==> config.mk <==
export PLATFORM = sky130hd
export DESIGN_NAME = virtual_rate_wait_release_unit
export DESIGN_NICKNAME = d
export VERILOG_FILES = /design/src/rtl/vrwr_pkg.sv /design/src/rtl/vrwr_div.sv /design/src/rtl/vrwr_engine.sv /design/src/rtl/virtual_rate_wait_release_unit.sv
export SDC_FILE = /design/constraint.sdc
export NUM_CORES = 1
export LEC_CHECK = 0
export ABC_AREA = 1
export BUFFER_PORTS_ARGS = -buffer_cell sky130_fd_sc_hd__buf_2
export CORE_ASPECT_RATIO = 0.75
export CORE_MARGIN = 5
export CORE_UTILIZATION = 50
export CTS_BUF_LIST = sky130_fd_sc_hd__clkbuf_8
export CTS_CLUSTER_SIZE = 20
export DETAILED_ROUTE_END_ITERATION = 7
export HOLD_SLACK_MARGIN = 0.06
export PLACE_DENSITY = 0.7
export SLEW_MARGIN = 20
export SYNTH_ARGS = -nofsm -noshare
export SYNTH_HDL_FRONTEND = slang
export SYNTH_SLANG_ARGS = --single-unit
==> constraint.sdc <==
create_clock -name clock -period 5 [get_ports clock]
set_input_delay 0.5 -clock clock [delete_from_list [all_inputs] [get_ports clock]]
set_output_delay 0.5 -clock clock [all_outputs]
set_load 0.1 [all_outputs]
==> src/rtl/vrwr_pkg.sv <==
// Shared types, widths and codes for the virtual rate wait/release unit.
package vrwr_pkg;

   localparam int REG_W      = 14;
   localparam int HANDLES_W  = 8;
   localparam int STATUS_W   = 2;
   localparam int SLOT_OUT_W = 3;
   localparam int MASK_W     = 8;
   localparam int PHASE_W    = 13;
   localparam int RATE_W     = 22;
   localparam int PROD_W     = REG_W + HANDLES_W + 1;
   localparam int SLOTS      = 8;
   localparam int SLOT_IDX_W = (SLOTS > 1) ? $clog2(SLOTS) : 1;
   localparam int CSR_IDX_W  = 1;
   localparam int DIV_STEPS  = REG_W;
   localparam int DIV_CNT_W  = $clog2(DIV_STEPS + 1);

   localparam logic [REG_W-1:0] BASE_RESET = REG_W'(1024);
   localparam logic [REG_W-1:0] MAX_RESET  = REG_W'(1024);
   localparam logic [REG_W-1:0] RATE_MIN   = REG_W'(2);
   localparam logic [REG_W-1:0] RATE_LIMIT = REG_W'(8192);

   localparam logic [CSR_IDX_W-1:0] CSR_BASE_RATE = CSR_IDX_W'(0);
   localparam logic [CSR_IDX_W-1:0] CSR_MAX_RATE  = CSR_IDX_W'(1);

   typedef enum logic [STATUS_W-1:0] {
      STATUS_OK       = 2'd0,
      STATUS_FULL     = 2'd1,
      STATUS_BAD_RATE = 2'd2
   } status_type;

   typedef enum logic {
      KIND_WAIT = 1'b0,
      KIND_TICK = 1'b1
   } kind_type;

   typedef struct packed {
      kind_type               kind;
      logic [REG_W-1:0]       rate_hz;
      logic [HANDLES_W-1:0]   open_handles;
   } req_item_type;

   typedef struct packed {
      status_type             status;
      logic [SLOT_OUT_W-1:0]  slot_index;
      logic [MASK_W-1:0]      released_mask;
   } rsp_item_type;

   typedef struct packed {
      logic [REG_W-1:0] base_rate_hz;
      logic [REG_W-1:0] max_rate_hz;
   } cfg_type;

endpackage

==> src/rtl/vrwr_div.sv <==
// Iterative restoring divider, one quotient bit per cycle.
module vrwr_div (
   input  logic                        clock,
   input  logic                        reset,
   input  logic                        start,
   input  logic [vrwr_pkg::REG_W-1:0]  dividend,
   input  logic [vrwr_pkg::RATE_W-1:0] divisor,
   output logic                        busy,
   output logic                        done,
   output logic [vrwr_pkg::REG_W-1:0]  quotient,
   output logic [vrwr_pkg::REG_W-1:0]  remainder
);
   import vrwr_pkg::*;

   logic                 busy_ff, busy_in;
   logic                 done_ff, done_in;
   logic [DIV_CNT_W-1:0] cnt_ff, cnt_in;
   logic [REG_W-1:0]     quo_ff, quo_in;
   logic [REG_W-1:0]     rem_ff, rem_in;
   logic [RATE_W-1:0]    dsr_ff, dsr_in;
   logic [REG_W:0]       trial;
   logic                 fits;

   always_comb begin
      trial   = {rem_ff, quo_ff[REG_W-1]};
      fits    = RATE_W'(trial) >= dsr_ff;
      busy_in = busy_ff;
      done_in = 1'b0;
      cnt_in  = cnt_ff;
      quo_in  = quo_ff;
      rem_in  = rem_ff;
      dsr_in  = dsr_ff;
      if (start) begin
         busy_in = 1'b1;
         cnt_in  = DIV_CNT_W'(DIV_STEPS);
         quo_in  = dividend;
         rem_in  = '0;
         dsr_in  = divisor;
      end else if (busy_ff) begin
         quo_in = {quo_ff[REG_W-2:0], fits};
         rem_in = fits ? REG_W'(RATE_W'(trial) - dsr_ff) : trial[REG_W-1:0];
         cnt_in = cnt_ff - 1'b1;
         if (cnt_ff == DIV_CNT_W'(1)) begin
            busy_in = 1'b0;
            done_in = 1'b1;
         end
      end
   end

   always_ff @(posedge clock) begin
      if (reset) begin
         busy_ff <= 1'b0;
         done_ff <= 1'b0;
      end else begin
         busy_ff <= busy_in;
         done_ff <= done_in;
      end
   end

   always_ff @(posedge clock) begin
      cnt_ff <= cnt_in;
      quo_ff <= quo_in;
      rem_ff <= rem_in;
      dsr_ff <= dsr_in;
   end

   assign busy      = busy_ff;
   assign done      = done_ff;
   assign quotient  = quo_ff;
   assign remainder = rem_ff;

endmodule

==> src/rtl/vrwr_engine.sv <==
// Slot store, phase counter and the sequencer that serves waits and walks slots on a tick.
module vrwr_engine (
   input  logic                   clock,
   input  logic                   reset,
   input  vrwr_pkg::cfg_type      cfg,
   input  logic                   start,
   input  vrwr_pkg::req_item_type item,
   output logic                   idle,
   output logic                   res_valid,
   output vrwr_pkg::rsp_item_type res,
   input  logic                   res_take
);
   import vrwr_pkg::*;

   typedef enum logic [6:0] {
      S_IDLE   = 7'b0000001,
      S_WAIT   = 7'b0000010,
      S_TICK   = 7'b0000100,
      S_SCAN   = 7'b0001000,
      S_LOAD   = 7'b0010000,
      S_PERIOD = 7'b0100000,
      S_DONE   = 7'b1000000
   } state_type;

   state_type               state_ff, state_in;
   logic                    mod_ff, mod_in;
   req_item_type            item_ff, item_in;
   rsp_item_type            wres_ff, wres_in;
   logic [SLOT_IDX_W-1:0]   slot_ff, slot_in;
   logic [MASK_W-1:0]       mask_ff, mask_in;
   logic [PHASE_W-1:0]      phase_ff, phase_in;
   logic [SLOTS-1:0]        present_ff, present_in;
   logic [RATE_W-1:0]       mem [SLOTS];
   logic [RATE_W-1:0]       rd_data_ff;

   logic                    mem_we;
   logic [SLOT_IDX_W-1:0]   free_idx;
   logic                    free_found;
   logic                    rate_ok;
   logic [HANDLES_W:0]      handles_inc;
   logic [PROD_W-1:0]       product;
   logic [PHASE_W-1:0]      phase_inc;
   logic [PHASE_W-1:0]      phase_new;
   logic                    slot_last;
   logic                    too_fast;
   logic                    release_slot;
   logic                    advance;

   logic                    div_start;
   logic [REG_W-1:0]        div_dividend;
   logic [RATE_W-1:0]       div_divisor;
   logic                    div_busy;
   logic                    div_done;
   logic [REG_W-1:0]        div_quotient;
   logic [REG_W-1:0]        div_remainder;

   vrwr_div u_div (
      .clock     (clock),
      .reset     (reset),
      .start     (div_start),
      .dividend  (div_dividend),
      .divisor   (div_divisor),
      .busy      (div_busy),
      .done      (div_done),
      .quotient  (div_quotient),
      .remainder (div_remainder)
   );

   always_comb begin
      free_found = 1'b0;
      free_idx   = '0;
      for (int i = SLOTS - 1; i >= 0; i--) begin
         if (!present_ff[i]) begin
            free_found = 1'b1;
            free_idx   = SLOT_IDX_W'(i);
         end
      end
   end

   always_comb begin
      rate_ok = (item_ff.rate_hz >= RATE_MIN) && (item_ff.rate_hz <= RATE_LIMIT) &&
                (item_ff.rate_hz <= cfg.max_rate_hz) &&
                ((item_ff.rate_hz & (item_ff.rate_hz - 1'b1)) == '0);
      handles_inc = {1'b0, item_ff.open_handles} + 1'b1;
      product     = PROD_W'(item_ff.rate_hz) * PROD_W'(handles_inc);
      phase_inc   = phase_ff + 1'b1;
      phase_new   = ({1'b0, phase_inc} >= cfg.base_rate_hz) ? '0 : phase_inc;
      slot_last   = slot_ff == SLOT_IDX_W'(SLOTS - 1);
      too_fast    = rd_data_ff > RATE_W'(cfg.base_rate_hz);
   end

   always_comb begin
      state_in     = state_ff;
      mod_in       = mod_ff;
      item_in      = item_ff;
      wres_in      = wres_ff;
      slot_in      = slot_ff;
      mask_in      = mask_ff;
      phase_in     = phase_ff;
      present_in   = present_ff;
      mem_we       = 1'b0;
      div_start    = 1'b0;
      div_dividend = cfg.base_rate_hz;
      div_divisor  = rd_data_ff;
      release_slot = 1'b0;
      advance      = 1'b0;
      if (mod_ff) begin
         if (div_done) begin
            mod_in       = 1'b0;
            advance      = 1'b1;
            release_slot = div_remainder == '0;
         end
      end else begin
         unique case (state_ff)
            S_IDLE: begin
               if (start) begin
                  item_in  = item;
                  state_in = (item.kind == KIND_TICK) ? S_TICK : S_WAIT;
               end
            end
            S_WAIT: begin
               wres_in.released_mask = '0;
               wres_in.slot_index    = '0;
               if (!rate_ok) begin
                  wres_in.status = STATUS_BAD_RATE;
               end else if (!free_found) begin
                  wres_in.status = STATUS_FULL;
               end else begin
                  wres_in.status       = STATUS_OK;
                  wres_in.slot_index   = SLOT_OUT_W'(free_idx);
                  present_in[free_idx] = 1'b1;
                  mem_we               = 1'b1;
               end
               state_in = S_DONE;
            end
            S_TICK: begin
               phase_in = phase_new;
               slot_in  = '0;
               mask_in  = '0;
               state_in = S_SCAN;
            end
            S_SCAN: begin
               if (present_ff[slot_ff]) begin
                  state_in = S_LOAD;
               end else begin
                  advance = 1'b1;
               end
            end
            S_LOAD: begin
               if (too_fast) begin
                  release_slot = 1'b1;
                  advance      = 1'b1;
               end else begin
                  div_start = 1'b1;
                  state_in  = S_PERIOD;
               end
            end
            S_PERIOD: begin
               if (div_done) begin
                  div_start    = 1'b1;
                  div_dividend = REG_W'(phase_ff);
                  div_divisor  = RATE_W'(div_quotient);
                  mod_in       = 1'b1;
               end
            end
            S_DONE: begin
               if (res_take) begin
                  state_in = S_IDLE;
               end
            end
            default: begin
               state_in = S_IDLE;
            end
         endcase
      end
      if (release_slot) begin
         present_in[slot_ff] = 1'b0;
         for (int i = 0; i < MASK_W; i++) begin
            if (32'(slot_ff) == 32'(i)) begin
               mask_in[i] = 1'b1;
            end
         end
      end
      if (advance) begin
         if (slot_last) begin
            state_in = S_DONE;
         end else begin
            slot_in  = slot_ff + 1'b1;
            state_in = S_SCAN;
         end
      end
   end

   always_ff @(posedge clock) begin
      if (reset) begin
         state_ff   <= S_IDLE;
         mod_ff     <= 1'b0;
         phase_ff   <= '0;
         present_ff <= '0;
      end else begin
         state_ff   <= state_in;
         mod_ff     <= mod_in;
         phase_ff   <= phase_in;
         present_ff <= present_in;
      end
   end

   always_ff @(posedge clock) begin
      item_ff <= item_in;
      wres_ff <= wres_in;
      slot_ff <= slot_in;
      mask_ff <= mask_in;
   end

   always_ff @(posedge clock) begin
      if (mem_we) begin
         mem[free_idx] <= product[RATE_W-1:0];
      end
      rd_data_ff <= mem[slot_ff];
   end

   always_comb begin
      idle      = state_ff == S_IDLE;
      res_valid = state_ff == S_DONE;
      if (item_ff.kind == KIND_TICK) begin
         res.status        = STATUS_OK;
         res.slot_index    = '0;
         res.released_mask = mask_ff;
      end else begin
         res = wres_ff;
      end
   end

`ifndef SYNTHESIS
   a_wait_claims_slot: assert property (@(posedge clock) disable iff (reset)
      (state_ff == S_WAIT && rate_ok && free_found) |=> present_ff[$past(free_idx)])
      else $error("granted slot not marked present");

   a_div_idle_on_start: assert property (@(posedge clock) disable iff (reset)
      div_start |-> !div_busy)
      else $error("divider started while busy");

   a_fast_slot_freed: assert property (@(posedge clock) disable iff (reset)
      (state_ff == S_LOAD && !mod_ff && too_fast) |=> !present_ff[$past(slot_ff)])
      else $error("zero-period slot not released");

   a_mod_in_period: assert property (@(posedge clock) disable iff (reset)
      mod_ff |-> (state_ff == S_PERIOD))
      else $error("remainder step outside slot walk");
`endif

endmodule

==> src/rtl/virtual_rate_wait_release_unit.sv <==
// Top level: configuration registers, input handshake and result register.
//
// Waiters share one periodic tick at their own virtual rates. A wait item
// (kind 0) with a valid rate takes the lowest free slot. A tick item
// (kind 1) advances the phase and walks all slots: an empty slot is
// skipped, a slot whose stored rate exceeds the base is released at once,
// and any other present slot waits on a single shared radix-2 divider that
// first forms the period and then the phase remainder. One item is in the
// engine at a time; a finished result sits in an output register so the
// next item can enter while it waits. Slot rates live in a memory with a
// registered read port; rsp_slot_index and rsp_released_mask show slots 0
// to 7 only.
module virtual_rate_wait_release_unit (
   input  logic                              clock,
   input  logic                              reset,
   input  logic                              req_valid,
   output logic                              req_stall,
   input  logic                              req_kind,
   input  logic [vrwr_pkg::REG_W-1:0]        req_rate_hz,
   input  logic [vrwr_pkg::HANDLES_W-1:0]    req_open_handles,
   output logic                              rsp_valid,
   input  logic                              rsp_stall,
   output logic [vrwr_pkg::STATUS_W-1:0]     rsp_status,
   output logic [vrwr_pkg::SLOT_OUT_W-1:0]   rsp_slot_index,
   output logic [vrwr_pkg::MASK_W-1:0]       rsp_released_mask,
   input  logic                              csr_valid,
   output logic                              csr_ready,
   input  logic [vrwr_pkg::CSR_IDX_W-1:0]    csr_index,
   input  logic [vrwr_pkg::REG_W-1:0]        csr_data
);
   import vrwr_pkg::*;

   cfg_type      cfg_ff, cfg_in;
   logic         rsp_valid_ff, rsp_valid_in;
   rsp_item_type rsp_ff, rsp_in;
   req_item_type req_item;
   rsp_item_type eng_res;
   logic         eng_idle;
   logic         eng_res_valid;
   logic         eng_start;
   logic         res_take;

   assign csr_ready = 1'b1;
   assign req_stall = !eng_idle;
   assign eng_start = req_valid && !req_stall;

   always_comb begin
      req_item.kind         = kind_type'(req_kind);
      req_item.rate_hz      = req_rate_hz;
      req_item.open_handles = req_open_handles;
   end

   always_comb begin
      cfg_in = cfg_ff;
      if (csr_valid && csr_ready) begin
         unique case (csr_index)
            CSR_BASE_RATE: cfg_in.base_rate_hz = csr_data;
            CSR_MAX_RATE:  cfg_in.max_rate_hz  = csr_data;
            default:       cfg_in = cfg_ff;
         endcase
      end
   end

   always_comb begin
      res_take     = eng_res_valid && (!rsp_valid_ff || !rsp_stall);
      rsp_valid_in = rsp_valid_ff;
      rsp_in       = rsp_ff;
      if (res_take) begin
         rsp_valid_in = 1'b1;
         rsp_in       = eng_res;
      end else if (!rsp_stall) begin
         rsp_valid_in = 1'b0;
      end
   end

   always_ff @(posedge clock) begin
      if (reset) begin
         cfg_ff.base_rate_hz <= BASE_RESET;
         cfg_ff.max_rate_hz  <= MAX_RESET;
         rsp_valid_ff        <= 1'b0;
      end else begin
         cfg_ff       <= cfg_in;
         rsp_valid_ff <= rsp_valid_in;
      end
   end

   always_ff @(posedge clock) begin
      rsp_ff <= rsp_in;
   end

   vrwr_engine u_engine (
      .clock     (clock),
      .reset     (reset),
      .cfg       (cfg_ff),
      .start     (eng_start),
      .item      (req_item),
      .idle      (eng_idle),
      .res_valid (eng_res_valid),
      .res       (eng_res),
      .res_take  (res_take)
   );

   assign rsp_valid         = rsp_valid_ff;
   assign rsp_status        = rsp_ff.status;
   assign rsp_slot_index    = rsp_ff.slot_index;
   assign rsp_released_mask = rsp_ff.released_mask;

endmodule

==> results.cfg <==
[synth]
synth_ff_type = edfxtp_1
synthSimpleGateAreaFrac_pct = 16.08
synthAdderAreaFrac_pct = 15.29
synth-warning-count = 0
async_flop_share_pct = 0
synthXorXnorAreaFrac_pct = 1.806
synth_top_family_by_area = simple AND/OR/NAND/NOR gates
synth_compound_area_share_pct = 9.712
synth-seq-cells = 364
syn_inst = 2052
ys_seq_area_share_pct = 49.40
ys_top_cells_by_count = nand2_1, inv_1, edfxtp_1
synth_top_area_share_pct = 38.22
yosysMostFrequentCell = nand2_1
syn_area_per_cell_um2 = 9.688
synth_area_leaders = edfxtp_1, dfxtp_1, fa_1
syn_nets = 2287
synth_edf_count = 253
syn_area_um2 = 19880
synth.mux.area_fraction_pct = 0
ys_types = 50
yosysTopAreaCell = edfxtp_1

[setup_path]
critPathKind = reg2reg
r2r.worst_path.cells = 22
cp_data_required_time_ps = 5360
crit_arrival_ps = 5530
r2r-start = u_engine.item_ff[0]$_DFFE_PP_
end_kind = flop
start_kind = flop
rr_endpoint = u_engine.mem[2][19]$_DFFE_PP_
crit_fanout = 5
cp-startpoint = u_engine.item_ff[0]$_DFFE_PP_
r2r_slack_ps = -170

[drt]
vias_per_cell = 5.408
ant_nets = 0
routed_wl_mm = 51.63
first_iter_violations = 1358
firstDrtPassIters = 5
avgRoutedWirePerCell_um = 18.24
num_vias = 15310
drc = 0

[timing]
min_period_ps = 5168
skew_ps = 27.17
fin_ws_ps = -167.6
worst_pin_slew_ps = 1060
maxSlewViolCount = 0
finalSetupViolCount = 72
finalCritPeriodShare_pct = 103.4
hold_viol = 0
fmax_ghz = 0.1935
rsz0062_at_grt = true
slew_headroom_pct = 29.11

[die]
start_util_pct = 50.44
dieArea_um2 = 43890
core-area_um2 = 39410
die_h_um = 182.7
io_pins = 59
fp-row-count = 63
die_width_um = 240.2

[grt]
antenna_found_initial = 1
overflow = 0
grt_max_degree = 55
grt_pass1_wl_mm = 80.98
track_usage_pct = 23.14
grt_pass1_vias = 15198

[min_path]
hold_path_class = in2reg
min_to = u_engine.item_ff[22]$_DFFE_PP_
holdCritStartpoint = req_kind
min_delay_path_depth = 1

[cts]
clock_path_buffers = 3
cts_root_buf = clkbuf_8
cts_sinks = 364
cts_max_level = 2
cts_inserted_buffers = 56
path_clk_slew_ps = 70
clkLatencyLatePin_ps = 620
cts_tree = done

[run_status]
violations = setup timing
status = finished, violations left

[run]
max_cap_violations = 0

[cells_and_area]
finalNetCount = 2499
area_delta_synth_final_pct = 20.29
antenna_cells = 0
drive_gt1_share_pct = 19.65
fillers = 3181
final_area_um2 = 23910

[placement]
post_dp_cell_area_um2 = 21500
gp_congestion = 0.9179
hpwlAfterDp_mm = 35.04
port-buffer-count = 57
==> worst max path at each step <==
| stage | to | depth (start not counted) |
|---|---|---|
| 6_report | u_engine.mem[2][19]$_DFFE_PP_ | 22 |
| 5_1_grt | u_engine.mem[2][16]$_DFFE_PP_ | 23 |
| 4_1_cts | u_engine.mem[7][19]$_DFFE_PP_ | 24 |
| 3_3_place_gp | u_engine.mem[5][16]$_DFFE_PP_ | 20 |
| 2_1_floorplan | u_engine.mem[0][19]$_DFFE_PP_ | 21 |
| 3_5_place_dp | u_engine.mem[6][16]$_DFFE_PP_ | 20 |
==> cell type report <==
type | count | area [µm²] | share of cell area, %
Sequential cell | 364 | 9819 | 41.06
Multi-Input combinational cell | 1292 | 9452 | 39.52
Timing Repair Buffer | 213 | 1605 | 6.713
Inverter | 337 | 1270 | 5.311
Clock buffer | 61 | 839.6 | 3.511
Tap cell | 520 | 650.6 | 2.721
Clock inverter | 44 | 276.5 | 1.156
==> cell families after synthesis <==
kind of cell    count (synthesis)
xor+xnor                       41
simple gates                  742
buf+inv                       396
compound gates                316
flops                         364
fa+ha+maj                     192
other cells                     1
==> layout by cell type (no fill, tap or decap), drive strengths merged <==
master and count:
nand2 388, inv 360, edfxtp 253, nor2 206, buf 190, dfxtp 111, ha 107, o21ai 101
a21oi 93, fa 85, nand3 64, clkbuf 62, nand4 39, a22oi 31, xor2 30, o211ai 28
nor3 28, dlygate4sd3 22, a22o 21, a221oi 18, clkinv 16, xnor2 11, nor4 10, a31oi 6
o21bai 5, nand3b 4, a21boi 4, bufinv 3, a211oi 3, o22ai 2, clkinvlp 2, o2111ai 1
a32o 1, o21a 1, and3 1, o311ai 1, nand2b 1, or2 1, conb 1
==> routing by layer <==
metal	global-route usage, %	vias up	share of wire [%]
met1	33.25	7432	44
li1	-	7263	-
met5	0	-	0
met4	4.605	0	1.7
met2	36.62	533	46
met3	5.182	82	8.4
==> worst max-delay path, cell delays in order (launching register included) <==
cell	delay, ps
edfxtp_1	420
buf_6	130
nand4_1	160
nor3_2	210
inv_1	120
o21ai_2	170
nand2_4	100
buf_12	160
nor2_4	80
fa_1	420
fa_1	510
fa_1	560
inv_2	50
fa_1	500
inv_2	50
ha_4	300
nand2_4	70
nor2_4	120
nand2_2	70
o21ai_4	240
a31oi_4	130
xor2_2	170
buf_4	170
==> sequential cells by signal, summed over array words and instances (netlist names), 8 cells and up <==
register                  cells
rsp_released_mask             8
u_engine.phase_ff            13
u_engine.rd_data_ff          22
u_engine.mem                176
cfg_ff                       28
u_engine.mask_ff              8
u_engine.item_ff             23
u_engine.u_div.quotient      14
u_engine.u_div.remainder     14
u_engine.u_div.dsr_ff        22
u_engine.present_ff           8
==> metrics by stage <==
step / hold WS, ps / setup WS (ps) / setup TNS (ps) / std cells / util (%)
after global routing: 79.01 / -334.7 / -22760 / 2831 / 60.67
final: 114.2 / -167.6 / -7362 / 2831 / 60.67
after global placement: 446.4 / -348.2 / -20040 / 2676 / 54.56
after detailed placement: 446.7 / -551.4 / -36040 / 2676 / 54.56
after floorplan: 428.1 / 2.130 / 0 / 2052 / -
after CTS: 71.74 / -136.8 / -5469 / 2819 / 59.25
==> what timing repair did <==
| item | CTS | global route |
|---|---|---|
| buffers inserted | 17 | 20 |
| hold buffers | 22 | 0 |
| pin swaps | 45 | 88 |
| endpoints found under the hold margin | 22 | 0 |
| endpoints found under the setup margin | 96 | 104 |
| gates cloned | 0 | 1 |
| gates resized for setup | 80 | 111 |
Power is not shown: default switching activity piles up to over one toggle a cycle in this logic, so the estimate is an artifact.
